<file path="src/rtl/core/rlcd_pkg.sv">
`timescale 1ns / 1ps
// Shared types and constants of the RGB LED chain driver.
package rlcd_pkg;

   localparam int BYTES_PER_PIXEL = 3;
   localparam int BITS_PER_BYTE   = 8;
   localparam int PIXEL_W         = BYTES_PER_PIXEL * BITS_PER_BYTE;
   localparam int REQ_DATA_W      = 32;
   localparam int RSP_DATA_W      = 8;
   localparam int CSR_INDEX_W     = 3;
   localparam int CSR_DATA_W      = 16;

   localparam int QUEUE_DEPTH = 2;
   localparam int QUEUE_PTR_W = (QUEUE_DEPTH > 1) ? $clog2(QUEUE_DEPTH) : 1;
   localparam int QUEUE_CNT_W = $clog2(QUEUE_DEPTH + 1);

   localparam logic [1:0] LAST_COLOR = 2'd2;
   localparam logic [2:0] LAST_BIT   = 3'd7;

   localparam logic [7:0]  ONE_HIGH_RESET   = 8'd10;
   localparam logic [7:0]  ZERO_HIGH_RESET  = 8'd4;
   localparam logic [7:0]  BIT_PERIOD_RESET = 8'd18;
   localparam logic [15:0] LATCH_RESET      = 16'd4800;
   localparam logic [3:0]  ACTIVE_RESET     = 4'd8;

   typedef enum logic [1:0] {
      ACT_TICK      = 2'd0,
      ACT_SET_PIXEL = 2'd1,
      ACT_CLEAR     = 2'd2,
      ACT_SHOW      = 2'd3
   } action_type;

   typedef enum logic [2:0] {
      CMD_TICK    = 3'd0,
      CMD_SET     = 3'd1,
      CMD_SET_BAD = 3'd2,
      CMD_CLEAR   = 3'd3,
      CMD_SHOW    = 3'd4
   } cmd_kind_type;

   typedef enum logic [1:0] {
      PH_IDLE  = 2'd0,
      PH_SEND  = 2'd1,
      PH_LATCH = 2'd2
   } phase_type;

   typedef enum logic [CSR_INDEX_W-1:0] {
      CSR_ONE_HIGH   = 3'd0,
      CSR_ZERO_HIGH  = 3'd1,
      CSR_BIT_PERIOD = 3'd2,
      CSR_LATCH      = 3'd3,
      CSR_ACTIVE     = 3'd4
   } csr_index_type;

   // pixel_data is {blue, red, green}, green in the low byte (send order)
   typedef struct packed {
      cmd_kind_type       kind;
      logic [7:0]         pixel_index;
      logic [PIXEL_W-1:0] pixel_data;
   } cmd_type;

   typedef struct packed {
      logic [7:0]  one_high;
      logic [7:0]  zero_high;
      logic [7:0]  bit_period;
      logic [15:0] latch;
      logic [3:0]  active;
   } cfg_type;

   // line_level in the low bit
   typedef struct packed {
      logic rejected;
      logic busy;
      logic line_level;
   } rsp_type;

endpackage

</file>
<file path="src/rtl/core/rlcd_front.sv">
`timescale 1ns / 1ps
// Front end: accepts requests and classifies them into queue commands.
module rlcd_front import rlcd_pkg::*; #(
   parameter int LED_COUNT = 8
) (
   input  logic                  req_tvalid,
   output logic                  req_tready,
   input  logic [1:0]            req_tuser,
   input  logic [REQ_DATA_W-1:0] req_tdata,
   input  logic                  q_full,
   output logic                  q_push,
   output cmd_type               q_cmd
);

   logic [7:0] pixel_index;
   logic       in_range;

   assign req_tready  = !q_full;
   assign q_push      = req_tvalid && req_tready;
   assign pixel_index = req_tdata[7:0];
   assign in_range    = {1'b0, pixel_index} < 9'(LED_COUNT);

   always_comb begin
      q_cmd.pixel_index = pixel_index;
      // tdata is {blue, green, red, index}; store order is {blue, red, green}
      q_cmd.pixel_data  = {req_tdata[31:24], req_tdata[15:8], req_tdata[23:16]};
      unique case (action_type'(req_tuser))
         ACT_TICK:      q_cmd.kind = CMD_TICK;
         ACT_SET_PIXEL: q_cmd.kind = in_range ? CMD_SET : CMD_SET_BAD;
         ACT_CLEAR:     q_cmd.kind = CMD_CLEAR;
         ACT_SHOW:      q_cmd.kind = CMD_SHOW;
         default:       q_cmd.kind = CMD_TICK;
      endcase
   end

endmodule

</file>
<file path="src/rtl/core/rlcd_queue.sv">
`timescale 1ns / 1ps
// Short command queue between the front end and the serializer back end.
module rlcd_queue import rlcd_pkg::*; (
   input  logic    clock,
   input  logic    reset,
   input  logic    push,
   input  cmd_type push_cmd,
   output logic    full,
   input  logic    pop,
   output logic    valid,
   output cmd_type pop_cmd
);

   cmd_type                entry_ff [QUEUE_DEPTH];
   logic [QUEUE_PTR_W-1:0] wr_ptr_ff, wr_ptr_in;
   logic [QUEUE_PTR_W-1:0] rd_ptr_ff, rd_ptr_in;
   logic [QUEUE_CNT_W-1:0] count_ff, count_in;

   assign full    = count_ff == QUEUE_CNT_W'(QUEUE_DEPTH);
   assign valid   = count_ff != '0;
   assign pop_cmd = entry_ff[rd_ptr_ff];

   always_comb begin
      wr_ptr_in = wr_ptr_ff;
      rd_ptr_in = rd_ptr_ff;
      count_in  = count_ff;
      if (push) begin
         wr_ptr_in = (wr_ptr_ff == QUEUE_PTR_W'(QUEUE_DEPTH - 1)) ? '0
                                                                   : wr_ptr_ff + 1'b1;
      end
      if (pop) begin
         rd_ptr_in = (rd_ptr_ff == QUEUE_PTR_W'(QUEUE_DEPTH - 1)) ? '0
                                                                   : rd_ptr_ff + 1'b1;
      end
      if (push && !pop) begin
         count_in = count_ff + 1'b1;
      end else if (pop && !push) begin
         count_in = count_ff - 1'b1;
      end
   end

   always_ff @(posedge clock) begin
      if (reset) begin
         wr_ptr_ff <= '0;
         rd_ptr_ff <= '0;
         count_ff  <= '0;
      end else begin
         wr_ptr_ff <= wr_ptr_in;
         rd_ptr_ff <= rd_ptr_in;
         count_ff  <= count_in;
      end
   end

   always_ff @(posedge clock) begin
      if (push) begin
         entry_ff[wr_ptr_ff] <= push_cmd;
      end
   end

endmodule

</file>
<file path="src/rtl/core/rlcd_back.sv">
`timescale 1ns / 1ps
// Back end: pixel store, bit serializer, latch gap and response register.
module rlcd_back import rlcd_pkg::*; #(
   parameter int LED_COUNT = 8
) (
   input  logic                  clock,
   input  logic                  reset,
   input  cfg_type               cfg,
   input  logic                  q_valid,
   input  cmd_type               q_cmd,
   output logic                  q_pop,
   output logic                  rsp_tvalid,
   input  logic                  rsp_tready,
   output logic [RSP_DATA_W-1:0] rsp_tdata
);

   localparam int PIX_W = (LED_COUNT > 1) ? $clog2(LED_COUNT) : 1;
   localparam int CNT_W = $clog2(LED_COUNT + 16);

   // pixel store: one row per LED, valid bits give the cleared value
   logic [PIXEL_W-1:0]   store_mem [LED_COUNT];
   logic [LED_COUNT-1:0] valid_ff, valid_in;
   logic [PIXEL_W-1:0]   rd_raw_ff;
   logic                 rd_ok_ff;

   phase_type         phase_ff, phase_in;
   logic [PIX_W-1:0]  pix_ff, pix_in;
   logic [1:0]        color_ff, color_in;
   logic [2:0]        bit_ff, bit_in;
   logic [7:0]        tick_ff, tick_in;
   logic [15:0]       latch_ff, latch_in;

   logic              rsp_valid_ff;
   rsp_type           rsp_ff, rsp_in;

   logic [PIXEL_W-1:0] cur_pix;
   logic [7:0]         cur_byte;
   logic               cur_bit;
   logic [7:0]         high_ticks;
   logic [7:0]         tick_p1;
   logic [15:0]        latch_p1;
   logic [CNT_W-1:0]   pix_p1;
   logic [CNT_W-1:0]   frame_n;
   logic               last_byte;
   logic               busy_now;
   logic               do_set;
   logic               do_clear;
   logic [PIX_W-1:0]   set_addr;

   assign q_pop      = q_valid && (!rsp_valid_ff || rsp_tready);
   assign rsp_tvalid = rsp_valid_ff;
   assign rsp_tdata  = {(RSP_DATA_W - 3)'(0), rsp_ff};
   assign set_addr   = q_cmd.pixel_index[PIX_W-1:0];

   // current pixel: read every cycle at the next pixel index
   assign cur_pix = rd_ok_ff ? rd_raw_ff : '0;

   always_comb begin
      unique case (color_ff)
         2'd0:    cur_byte = cur_pix[7:0];
         2'd1:    cur_byte = cur_pix[15:8];
         default: cur_byte = cur_pix[23:16];
      endcase
   end

   assign cur_bit    = cur_byte[LAST_BIT - bit_ff];
   assign high_ticks = cur_bit ? cfg.one_high : cfg.zero_high;
   assign tick_p1    = tick_ff + 8'd1;
   assign latch_p1   = latch_ff + 16'd1;
   assign pix_p1     = CNT_W'(pix_ff) + CNT_W'(1);

   // active pixel count clamped to 1..LED_COUNT
   always_comb begin
      if (cfg.active == 4'd0) begin
         frame_n = CNT_W'(1);
      end else if (CNT_W'(cfg.active) > CNT_W'(LED_COUNT)) begin
         frame_n = CNT_W'(LED_COUNT);
      end else begin
         frame_n = CNT_W'(cfg.active);
      end
   end

   assign last_byte = (pix_p1 > frame_n) || ((pix_p1 == frame_n) && (color_ff == LAST_COLOR));
   assign busy_now  = phase_ff != PH_IDLE;

   always_comb begin
      phase_in = phase_ff;
      pix_in   = pix_ff;
      color_in = color_ff;
      bit_in   = bit_ff;
      tick_in  = tick_ff;
      latch_in = latch_ff;
      valid_in = valid_ff;
      do_set   = 1'b0;
      do_clear = 1'b0;
      rsp_in   = '0;
      if (q_pop) begin
         unique case (q_cmd.kind)
            CMD_TICK: begin
               unique case (phase_ff)
                  PH_SEND: begin
                     rsp_in.line_level = tick_ff < high_ticks;
                     tick_in = tick_p1;
                     if (tick_p1 >= cfg.bit_period) begin
                        tick_in = '0;
                        bit_in  = bit_ff + 3'd1;
                        if (bit_ff == LAST_BIT) begin
                           if (last_byte) begin
                              pix_in   = '0;
                              color_in = '0;
                              latch_in = '0;
                              phase_in = (cfg.latch == '0) ? PH_IDLE : PH_LATCH;
                           end else if (color_ff == LAST_COLOR) begin
                              color_in = '0;
                              pix_in   = pix_p1[PIX_W-1:0];
                           end else begin
                              color_in = color_ff + 2'd1;
                           end
                        end
                     end
                  end
                  PH_LATCH: begin
                     latch_in = latch_p1;
                     if (latch_p1 >= cfg.latch) begin
                        latch_in = '0;
                        phase_in = PH_IDLE;
                     end
                  end
                  default: ;
               endcase
            end
            CMD_SET: begin
               if (busy_now) begin
                  rsp_in.rejected = 1'b1;
               end else begin
                  do_set             = 1'b1;
                  valid_in[set_addr] = 1'b1;
               end
            end
            CMD_SET_BAD: rsp_in.rejected = 1'b1;
            CMD_CLEAR, CMD_SHOW: begin
               if (busy_now) begin
                  rsp_in.rejected = 1'b1;
               end else begin
                  do_clear = q_cmd.kind == CMD_CLEAR;
                  if (do_clear) begin
                     valid_in = '0;
                  end
                  phase_in = PH_SEND;
                  pix_in   = '0;
                  color_in = '0;
                  bit_in   = '0;
                  tick_in  = '0;
                  latch_in = '0;
               end
            end
            default: ;
         endcase
         rsp_in.busy = phase_in != PH_IDLE;
      end
   end

   always_ff @(posedge clock) begin
      if (reset) begin
         phase_ff     <= PH_IDLE;
         pix_ff       <= '0;
         color_ff     <= '0;
         bit_ff       <= '0;
         tick_ff      <= '0;
         latch_ff     <= '0;
         valid_ff     <= '0;
         rd_ok_ff     <= 1'b0;
         rsp_valid_ff <= 1'b0;
      end else begin
         phase_ff <= phase_in;
         pix_ff   <= pix_in;
         color_ff <= color_in;
         bit_ff   <= bit_in;
         tick_ff  <= tick_in;
         latch_ff <= latch_in;
         valid_ff <= valid_in;
         rd_ok_ff <= valid_ff[pix_in] && !do_clear;
         if (q_pop) begin
            rsp_valid_ff <= 1'b1;
         end else if (rsp_tready) begin
            rsp_valid_ff <= 1'b0;
         end
      end
   end

   always_ff @(posedge clock) begin
      if (do_set) begin
         store_mem[set_addr] <= q_cmd.pixel_data;
      end
      rd_raw_ff <= store_mem[pix_in];
      if (q_pop) begin
         rsp_ff <= rsp_in;
      end
   end

endmodule

</file>
<file path="src/rtl/core/rgb_led_chain_driver_core.sv">
`timescale 1ns / 1ps
// RGB LED chain driver: top level with configuration registers.
// An accepted request passes through the command queue and then the response register.
// Throughput: one request per cycle unless responses stall; front, queue and back overlap.
// The pixel store is read every cycle at the next pixel index, so a frame runs at full rate.
// Reset (synchronous, active high) restores the register defaults, idles the serializer
// and clears the pixel valid bits at once, so the store reads as zero with no clearing pass.
module rgb_led_chain_driver_core import rlcd_pkg::*; #(
   parameter int LED_COUNT = 8
) (
   input  logic                   clock,
   input  logic                   reset,
   input  logic                   req_tvalid,
   output logic                   req_tready,
   input  logic [1:0]             req_tuser,   // action
   input  logic [REQ_DATA_W-1:0]  req_tdata,   // pixel_index, red, green, blue
   output logic                   rsp_tvalid,
   input  logic                   rsp_tready,
   output logic [RSP_DATA_W-1:0]  rsp_tdata,   // line_level, busy_res, rejected, zero pad
   input  logic                   csr_valid,
   output logic                   csr_ready,
   input  logic [CSR_INDEX_W-1:0] csr_index,
   input  logic [CSR_DATA_W-1:0]  csr_data
);

   cfg_type cfg_ff;
   logic    q_full;
   logic    q_push;
   logic    q_pop;
   logic    q_valid;
   cmd_type push_cmd;
   cmd_type pop_cmd;

   // configuration writes are always taken; unknown indexes are dropped
   assign csr_ready = 1'b1;

   always_ff @(posedge clock) begin
      if (reset) begin
         cfg_ff.one_high   <= ONE_HIGH_RESET;
         cfg_ff.zero_high  <= ZERO_HIGH_RESET;
         cfg_ff.bit_period <= BIT_PERIOD_RESET;
         cfg_ff.latch      <= LATCH_RESET;
         cfg_ff.active     <= ACTIVE_RESET;
      end else if (csr_valid && csr_ready) begin
         unique case (csr_index_type'(csr_index))
            CSR_ONE_HIGH:   cfg_ff.one_high   <= csr_data[7:0];
            CSR_ZERO_HIGH:  cfg_ff.zero_high  <= csr_data[7:0];
            CSR_BIT_PERIOD: cfg_ff.bit_period <= csr_data[7:0];
            CSR_LATCH:      cfg_ff.latch      <= csr_data;
            CSR_ACTIVE:     cfg_ff.active     <= csr_data[3:0];
            default: ;
         endcase
      end
   end

   // front: take the request, decode action and range-check the index
   rlcd_front #(
      .LED_COUNT (LED_COUNT)
   ) u_front (
      .req_tvalid (req_tvalid),
      .req_tready (req_tready),
      .req_tuser  (req_tuser),
      .req_tdata  (req_tdata),
      .q_full     (q_full),
      .q_push     (q_push),
      .q_cmd      (push_cmd)
   );

   // queue lets the front keep taking requests while a response stalls, until it is full
   rlcd_queue u_queue (
      .clock    (clock),
      .reset    (reset),
      .push     (q_push),
      .push_cmd (push_cmd),
      .full     (q_full),
      .pop      (q_pop),
      .valid    (q_valid),
      .pop_cmd  (pop_cmd)
   );

   // back: busy check, store update, serializer step, response register
   rlcd_back #(
      .LED_COUNT (LED_COUNT)
   ) u_back (
      .clock      (clock),
      .reset      (reset),
      .cfg        (cfg_ff),
      .q_valid    (q_valid),
      .q_cmd      (pop_cmd),
      .q_pop      (q_pop),
      .rsp_tvalid (rsp_tvalid),
      .rsp_tready (rsp_tready),
      .rsp_tdata  (rsp_tdata)
   );

endmodule

</file>
<file path="config.mk">
export PLATFORM = sky130hd
export DESIGN_NAME = rgb_led_chain_driver_core
export DESIGN_NICKNAME = d
export VERILOG_FILES = /design/src/rtl/core/rlcd_pkg.sv /design/src/rtl/core/rlcd_front.sv /design/src/rtl/core/rlcd_queue.sv /design/src/rtl/core/rlcd_back.sv /design/src/rtl/core/rgb_led_chain_driver_core.sv
export SDC_FILE = /design/constraint.sdc
export NUM_CORES = 1
export LEC_CHECK = 0
export BUFFER_PORTS_ARGS = -buffer_cell sky130_fd_sc_hd__buf_2
export CAP_MARGIN = 10
export CORE_MARGIN = 5
export CORE_UTILIZATION = 35
export DETAILED_ROUTE_END_ITERATION = 7
export PLACE_DENSITY = 0.49
export RECOVER_POWER = 100
export REMOVE_ABC_BUFFERS = 1
export SYNTH_ARGS = -nofsm -noshare
export SYNTH_HDL_FRONTEND = slang
export SYNTH_HIERARCHICAL = 1
export SYNTH_SLANG_ARGS = --single-unit
export TNS_END_PERCENT = 5
</file>
<file path="constraint.sdc">
create_clock -name clock -period 5.3 [get_ports clock]
set_input_delay 0.265 -clock clock [delete_from_list [all_inputs] [get_ports clock]]
set_output_delay 0.265 -clock clock [all_outputs]
set_load 0.01 [all_outputs]
</file>
==> flow_metrics.tcl, run 1 <==
set metrics [dict create \
    crit_type "reg2reg" \
    avgViaCountPerCell 4.87 \
    reg2regPathDepth 14 \
    r2r_slack_ns 0.68 \
    critPathMaxStageDelay_ns 0.60 \
    design.core.area_mm2 0.0464 \
    clockBufferDepth 3 \
    design_area_mm2 0.0188 \
    tightest_slew_ns 3.14 \
    io_buffers 62 \
    grt_max_degree 79 \
    routabilityCongestion 0.792 \
    place_hpwl_um 20600 \
    violations "max-capacitance violations, max-slew violations" \
    ant_nets 0 \
    antenna_found_initial 0 \
    crit_chain "and3_1 -> and3_1 -> nand3_1 -> xnor2_1 -> ha_1 -> a21oi_1 -> a21boi_0 -> nand2_1 -> or4_1 -> a21boi_0 -> o21ai_0 -> buf_12 -> mux4_1 -> mux2_2" \
    worstSkewPairLatency_ns 0.56 \
    finalCritPeriodShare_pct 87.3 \
    clock-skew-final_ns 0.0173 \
    routedWlPerCell_um 18.0 \
    cpMaxStageDelayCell "mux4_1" \
    startpoint_type "flop" \
    fin_setup_tns_ns 0 \
    syn_avg_cell_area_um2 14.3 \
    top_layer "met4" \
    min_from "req_tuser[1]" \
    max_cap_viol_count 8 \
    syn2layout_area_growth_pct 14.8 \
    yosysWarnings 6 \
    fmax_mhz 216 \
    hold_end "u_queue/entry_ff[1][34]$_DFFE_PP_" \
    io_pins 69 \
    rsz0062_at_grt "false" \
    synthCells 1142 \
    cp_data_arrival_time_ns 5.06 \
    vdd_drop_max_v 0.000245 \
    slew_headroom_pct -110 \
    end_kind "flop" \
    wl_um 33600 \
    netlist_area_mm2 0.0164 \
    die_width_um 226 \
    hp-class "in2reg" \
    cts_tree "done" \
    fillCellCount 4293 \
    vias 9115 \
    p_leak_nw 6.88 \
    grt_pass1_vias 9240 \
    wl_met3_um 1140 \
    power_density_mw_per_mm2 380 \
    numCtsBuffers 42 \
    setup_viol 0 \
    status "finished with violations" \
    cts_root_buf "clkbuf_16" \
    grt_usage_pct 13.3 \
    dr_wl_met2_um 16500 \
    diodes 0 \
    final_common_cell "edfxtp_1" \
    dieArea_mm2 0.0512 \
    drc_errors 0 \
    hold_viol_final 0 \
    post_cts_resized 0 \
    r2r_end "u_back/rd_raw_ff[3]$_DFF_P_" \
    cts.htree.levels 2 \
    drt_iter0_markers 390 \
    slew_violations 250 \
    cp.required_ns 5.74 \
    initial_core_util_pct 35.3 \
    rows 79 \
    die_y_um 226 \
    regToRegStartpoint "u_back/tick_ff[0]$_SDFFE_PP0P_" \
    clkTransAtPathRegs_ns 0.06 \
    cts.sink_count 372 \
    grt_remaining_overflow 0 \
    cp_max_fo 51 \
    grt_first_pass_wirelength_um 53000 \
    drive_gt1_share_pct 13.9 \
    wl_met1_um 15200 \
    hold_depth 2 \
    final_cell_mix "255 x edfxtp_1, 117 x dfxtp_1, 85 x nor2_1, 61 x mux2i_1, 57 x nand2b_1" \
    final.min_clock_period_ns 4.62 \
    drtPass1Iterations 4 \
    nNetsFinal 1335 \
    placed_area_mm2 0.0172 \
]
-- metrics by stage --
step                      total power [mW]  utilization [%]  hold WS [ns]  worst slack, ns  instances
after floorplan                       4.04                -         0.334            0.248       1066
after global placement                4.35             37.0         0.450            0.849       1754
after detailed placement              4.37             37.0         0.456            0.798       1754
after CTS                             7.31             40.9        0.0388            0.761       1872
after global routing                  7.48             40.5        0.0829            0.207       1872
final                                 7.14             40.5        0.0891            0.675       1872
-- registers in the layout (all words and copies together) (netlist names), 2 cells and up, named ones only --
name,flops
u_back/valid_ff,8
u_back/tick_ff,8
u_back/pix_ff,3
u_back/rsp_tdata,3
u_back/color_ff,2
u_back/rd_raw_ff,24
u_back/bit_ff,3
u_queue/entry_ff,60
u_back/store_mem,192
u_back/latch_ff,16
cfg_ff,44
u_queue/count_ff,2
u_back/phase_ff,2
-- how the worst max path moves through the flow --
stage	slack, ns	from	endpoint	cells past startpoint
finish	0.68	u_back/tick_ff[0]$_SDFFE_PP0P_	u_back/rd_raw_ff[3]$_DFF_P_	14
floorplan	0.25	u_back/tick_ff[0]$_SDFFE_PP0P_	u_back/rd_raw_ff[0]$_DFF_P_	13
global placement	0.85	u_back/latch_ff[0]$_SDFFE_PP0P_	u_back/latch_ff[10]$_SDFFE_PP0P_	17
detailed placement	0.80	u_back/latch_ff[0]$_SDFFE_PP0P_	u_back/latch_ff[6]$_SDFFE_PP0P_	17
global route	0.21	u_back/latch_ff[0]$_SDFFE_PP0P_	u_back/latch_ff[8]$_SDFFE_PP0P_	17
CTS	0.76	u_back/latch_ff[0]$_SDFFE_PP0P_	u_back/latch_ff[6]$_SDFFE_PP0P_	17
-- worst max-delay path, delay by kind of cell (launching register included) --
kind | cells | cell delay (ns)
compound gates | 4 | 0.82
xor+xnor | 1 | 0.17
buf+inv | 1 | 0.38
flops | 1 | 0.43
mux | 2 | 0.88
simple gates | 5 | 1.46
fa+ha+maj | 1 | 0.31
-- power by group --
part	total (mW)	leakage (nW)	switching, mW	internal, mW
logic	0.783	2.94	0.527	0.257
clock network	2.87	0.668	1.13	1.73
registers	3.49	3.27	0.0738	3.42
total	7.14	6.88	1.74	5.40
-- repair_timing --
item,CTS,global route
setup buffers,0,0
hold buffers,42,0
endpoints found under the hold margin,71,0
-- routing by layer --
layer	up-vias	global-route usage, %
met5	-	0
met1	4480	17.3
met3	48	2.21
met2	134	22.7
li1	4453	-
met4	0	4.41
-- final cells by class --
type,instances,area [um^2],share of cell area [%]
clock inverters,12,156,0.832
flip-flops and latches,372,10000,53.2
clock buffers,64,1210,6.46
well taps,607,759,4.04
repair buffers,123,837,4.45
inverters,35,131,0.699
multi-input cells,659,5690,30.3
No activity file was read; power rests on OpenSTA's default activity.
==> inputs of run 2 (changes only) <==
- CORE_ASPECT_RATIO: not set -> 1.2
==> run 2 against run 1 <==
Effect of this change: the flow still finishes with violations (max-capacitance violations, max-slew violations); wire length grew 1.0%; core utilization grew 0.30 points; maximum frequency shrank 1.9%; worst setup slack lost 0.091 ns; non-clock buffer count grew 2; combinational power grew 0.8%; first-iteration DRC count grew 49%; die area is essentially flat; critical path depth grew 3; clock skew grew 0.0069 ns.
==> flow_metrics.tcl, run 2 (same netlist as run 1, synthesis figures left out) <==
set metrics [dict create \
    status "finished with violations" \
    violations "max-capacitance violations, max-slew violations" \
    routedWlPerCell_um 18.0 \
    grt_max_degree 52 \
    grt_first_pass_wirelength_um 53900 \
    numCtsBuffers 43 \
    nNetsFinal 1338 \
    final.min_clock_period_ns 4.72 \
    crit_type "reg2reg" \
    die_y_um 247 \
    io_buffers 62 \
    fmax_mhz 212 \
    power_mw 7.08 \
    cts.htree.levels 2 \
    place_hpwl_um 20700 \
    vdd_drop_max_v 0.000274 \
    power_density_mw_per_mm2 376 \
    largest_reg_flops 192 \
    drt_iter0_markers 580 \
    hold_viol_final 0 \
    finalCritPeriodShare_pct 89.0 \
    initial_core_util_pct 35.5 \
    max_cap_viol_count 8 \
    vias 9135 \
    slew_headroom_pct -71.3 \
    diodes 0 \
    antenna_found_initial 0 \
    final_common_cell "edfxtp_1" \
    cp_max_fo 14 \
    multi_input_comb_area_mm2 0.00573 \
    setup_viol 0 \
    drive_gt1_share_pct 13.6 \
    grt_usage_pct 13.3 \
    cts_root_buf "clkbuf_16" \
    design.core.area_mm2 0.0461 \
    clkTransAtPathRegs_ns 0.05 \
    routabilityCongestion 0.806 \
    post_cts_resized 0 \
    tightest_slew_ns 2.57 \
    dieArea_mm2 0.0512 \
    finalWorstSetupSlack_ns 0.584 \
    startpoint_type "flop" \
    drtPass1Iterations 5 \
    end_kind "flop" \
    clockBufferDepth 3 \
    worstSkewPairLatency_ns 0.57 \
    grt_pass1_vias 9497 \
    clock-skew-final_ns 0.0242 \
    cp_data_arrival_time_ns 5.18 \
    post_cts_buffers 0 \
    cp.required_ns 5.77 \
    dp_slack_ns 0.821 \
    crit_chain "ha_1 -> and3_1 -> and3_1 -> and3_1 -> and3_1 -> nand3_1 -> xnor2_1 -> ha_1 -> or4_1 -> o21ai_0 -> a21oi_1 -> a221oi_1 -> clkbuf_1 -> nand2_1 -> nor2_1 -> nand3b_1 -> a21oi_1" \
    final_cell_mix "255 x edfxtp_1, 117 x dfxtp_1, 84 x nor2_1, 61 x mux2i_1, 57 x nand2b_1" \
    io_pins 69 \
    die_width_um 207 \
    fillCellCount 4367 \
    rsz0062_at_grt "false" \
    p_leak_nw 6.86 \
    cp_common_cell "and3_1" \
    cts_tree "done" \
    hold_ws_ns 0.0737 \
    critPathMaxStageDelay_ns 0.60 \
    ff_latch_area_mm2 0.0100 \
    ant_nets 0 \
    avgViaCountPerCell 4.84 \
    slew_violations 216 \
    rows 86 \
    fin_setup_tns_ns 0 \
    wl_um 33900 \
    syn2layout_area_growth_pct 14.9 \
    hp-class "in2reg" \
    top_register "u_back/store_mem" \
    cpMaxStageDelayCell "nor2_1" \
    cts.sink_count 372 \
    grt_remaining_overflow 0 \
    top_regs "u_back/store_mem (192), u_queue/entry_ff (60), cfg_ff (44)" \
    drc_errors 0 \
]
-- run 2: changes by cell type in the layout (fill, tap and decap cells not counted), sizes merged --
cell / before / now
clkinv: 8 / 12
buf: 48 / 41
clkbuf: 97 / 108
bufinv: 3 / 0
clkinvlp: 0 / 1
-- run 2: repair_timing --
item,in CTS,in global routing
hold endpoints to repair,70,0
endpoints found under the setup margin,0,0
hold buffers,42,0
-- run 2: cell type report --
cell class,count,share of cell area (%)
Tap cell,616,4.10
Sequential cell,372,53.2
Timing Repair Buffer,125,4.40
Inverter,35,0.699
Multi-Input combinational cell,659,30.5
Clock buffer,66,6.62
Clock inverter,14,0.559
-- run 2: per-stage QoR --
step | cell area (um^2) | std cells | util (%)
floorplan | 15900 | 1066 | -
detailed placement | 17200 | 1765 | 37.3
CTS | 19000 | 1887 | 41.2
global placement | 17200 | 1765 | 37.3
finish | 18800 | 1887 | 40.8
global route | 18800 | 1887 | 40.8
-- run 2: path summary, 6_finish.rpt --
path	depth (start not counted)	startpoint	slack [ns]	endpoint
setup / recovery	17	u_back/latch_ff[0]$_SDFFE_PP0P_	0.58	u_back/latch_ff[10]$_SDFFE_PP0P_
hold / removal	3	csr_data[5]	0.07	cfg_ff[41]$_SDFFE_PP0P_
setup reg to reg	17	u_back/latch_ff[0]$_SDFFE_PP0P_	0.58	u_back/latch_ff[10]$_SDFFE_PP0P_
hold reg to reg	2	u_back/valid_ff[1]$_SDFFE_PP0P_	0.47	u_back/valid_ff[1]$_SDFFE_PP0P_
-- run 2: worst max-delay path, delay by kind of cell, from the launching register on --
family                   cells  cell delay (ns)
AO/OA/AOI/OAI                4             0.58
AND/OR/NAND/NOR              9             2.63
flip-flops                   1             0.40
XOR/XNOR                     1             0.21
adder cells (fa/ha/maj)      2             0.52
buffers and inverters        1             0.28
-- run 2: where the power goes --
part	leakage, nW	switching (mW)	internal [mW]	total (mW)
Clock	0.654	1.17	1.63	2.80
Sequential	3.27	0.0715	3.42	3.49
Combinational	2.94	0.529	0.259	0.789
-- run 2: routing by layer --
metal  vias to the layer above  GRT usage (%)  part of all wire [%]  wire, um
li1                       4458              -                     -         -
met1                      4497           16.0                    43     14500
met2                       135           24.2                    52     17500
met3                        45           2.39                   3.6      1210
met4                         0           4.61                   2.2       742
met5                         -              0                     0         0
==> inputs of run 3 (changes only) <==
- BUFFER_PORTS_ARGS: -buffer_cell sky130_fd_sc_hd__buf_2 -> not set
- DONT_BUFFER_PORTS: not set -> 1
- PLACE_DENSITY: 0.49 -> not set
- PLACE_DENSITY_LB_ADDON: not set -> 0.3
==> run 3 against run 2 <==
Effect of this change: via count fell by 2.3%; the flow still finishes with violations (max-capacitance violations, max-slew violations); wire length fell by 4.2%; non-clock buffer count fell by 65.
==> flow_metrics.tcl, run 3 (same netlist as run 1, synthesis figures left out) <==
set metrics [dict create \
    largest_reg_flops 192 \
    worstSetupStartpoint "u_back/color_ff[0]$_SDFFE_PP0P_" \
    violations "max-capacitance violations, max-slew violations" \
    grt_pass1_vias 9187 \
    final_cell_mix "255 x edfxtp_1, 116 x dfxtp_1, 86 x nor2_1, 61 x mux2i_1, 57 x nand2b_1" \
    hold_viol_final 0 \
    reg2regPathDepth 11 \
    routedWlPerCell_um 17.9 \
    regToRegStartpoint "u_back/color_ff[0]$_SDFFE_PP0P_" \
    cts.htree.levels 2 \
    rsz0062_at_grt "false" \
    avgViaCountPerCell 4.91 \
    clkTransAtPathRegs_ns 0.06 \
    critPathMaxStageDelay_ns 1.19 \
    grt_first_pass_wirelength_um 51500 \
    routabilityCongestion 0.766 \
    startpoint_type "flop" \
    clock-skew-final_ns 0.0205 \
    status "finished with violations" \
    cts_tree "done" \
    cp_max_fo 10 \
    post_cts_resized 0 \
    drt_iter0_markers 629 \
    r2r_end "u_back/rsp_tdata[0]$_SDFFCE_PN0P_" \
    cpMaxStageDelayCell "a31oi_1" \
    place_hpwl_um 19400 \
    setup_viol 0 \
    r2r_slack_ns 0.54 \
    initial_core_util_pct 35.5 \
    ff_latch_area_mm2 0.0100 \
    fillCellCount 4285 \
    crit_buf_inv 0 \
    vdd_drop_max_v 0.000278 \
    fmax_mhz 210 \
    final.min_clock_period_ns 4.76 \
    top_register "u_back/store_mem" \
    crit_type "reg2reg" \
    syn2layout_area_growth_pct 13.6 \
    io_pins 69 \
    dieArea_mm2 0.0512 \
    path_delay_family "compound AO/OA/AOI/OAI gates" \
    antenna_found_initial 0 \
    cp.depth 11 \
    top_regs "u_back/store_mem (192), u_queue/entry_ff (60), cfg_ff (44)" \
    multi_input_comb_area_mm2 0.00573 \
    io_buffers 0 \
    grt_usage_pct 12.6 \
    vias 8929 \
    critPathCapture "u_back/rsp_tdata[0]$_SDFFCE_PN0P_" \
    tightest_slew_ns 3.03 \
    drc_errors 0 \
    hp-class "in2reg" \
    slew_violations 271 \
    hold_ws_ns 0.0119 \
    cts.sink_count 372 \
    dp_slack_ns 0.688 \
    cts_root_buf "clkbuf_16" \
    p_leak_nw 6.70 \
    die_width_um 207 \
    die_y_um 247 \
    ant_nets 0 \
    fin_setup_tns_ns 0 \
    grt_max_degree 99 \
    end_kind "flop" \
    grt_remaining_overflow 0 \
    numCtsBuffers 41 \
    finalCritPeriodShare_pct 89.7 \
    diodes 0 \
    finalWorstSetupSlack_ns 0.544 \
    drive_gt1_share_pct 11.5 \
    nNetsFinal 1271 \
    final_common_cell "edfxtp_1" \
    slew_headroom_pct -102 \
    cp.required_ns 5.68 \
    cp_data_arrival_time_ns 5.14 \
    wl_um 32500 \
    crit_chain "mux2_4 -> mux4_2 -> nor2b_1 -> a311o_1 -> a31oi_1 -> mux2i_1 -> ha_1 -> a21o_1 -> a21oi_1 -> o21ai_0 -> nor4b_2" \
    rows 86 \
    clockBufferDepth 3 \
    drtPass1Iterations 4 \
    worstSkewPairLatency_ns 0.56 \
    max_cap_viol_count 11 \
    design.core.area_mm2 0.0461 \
    power_density_mw_per_mm2 380 \
]
==> run 3: worst reg2reg max path, stage by stage (launching register included) <==
cell and delay, ns:
dfxtp_1 0.78, mux2_4 0.38, mux4_2 0.47, nor2b_1 0.15
a311o_1 0.33, a31oi_1 1.19, mux2i_1 0.28, ha_1 0.37
a21o_1 0.18, a21oi_1 0.14, o21ai_0 0.11, nor4b_2 0.22
==> run 3: report_power, final <==
group          total (mW)  internal (mW)  switching, mW
logic               0.764          0.245          0.520
registers            3.48           3.42         0.0647
clock network        2.82           1.68           1.14
==> run 3: metal layers <==
layer,global-route usage (%),routed length (um)
met3,2.26,1260
met2,22.4,16500
met1,15.8,14100
met4,3.72,629
met5,0,0
==> run 3: metrics by stage <==
stage | area [um^2] | instances | power, mW | util, %
after global routing | 18600 | 1818 | 7.40 | 40.4
after detailed placement | 16800 | 1692 | 4.31 | 36.5
after floorplan | 15900 | 1066 | 4.04 | -
final | 18600 | 1818 | 7.07 | 40.4
after CTS | 18700 | 1818 | 7.23 | 40.6
after global placement | 16800 | 1692 | 4.29 | 36.5
==> run 3: final cells by class <==
| cell class | instances | share of cell area, % |
|---|---|---|
| Tap cell | 616 | 4.15 |
| Clock inverter | 21 | 1.25 |
| Inverter | 35 | 0.707 |
| Sequential cell | 372 | 53.8 |
| Timing Repair Buffer | 60 | 3.27 |
| Multi-Input combinational cell | 659 | 30.9 |
| Clock buffer | 55 | 5.97 |
==> run 3: worst min-delay path by stage <==
stage / start / end / slack, ns / cells past startpoint
2_1_floorplan: reset / u_back/color_ff[1]$_SDFFE_PP0P_ / 0.33 / 1
3_3_place_gp: reset / u_queue/count_ff[1]$_SDFFE_PP0P_ / 0.35 / 1
3_5_place_dp: reset / u_back/tick_ff[2]$_SDFFE_PP0P_ / 0.35 / 1
4_1_cts: csr_data[3] / cfg_ff[23]$_SDFFE_PP0P_ / 0.0008 / 2
5_1_grt: reset / cfg_ff[43]$_SDFFE_PP0P_ / 0.03 / 2
6_report: csr_data[3] / cfg_ff[23]$_SDFFE_PP0P_ / 0.01 / 2
==> run 3: what timing repair did <==
item                      in CTS  in global routing
hold endpoints to repair     139                  0
buffers inserted               0                  0
hold buffers                  50                  0
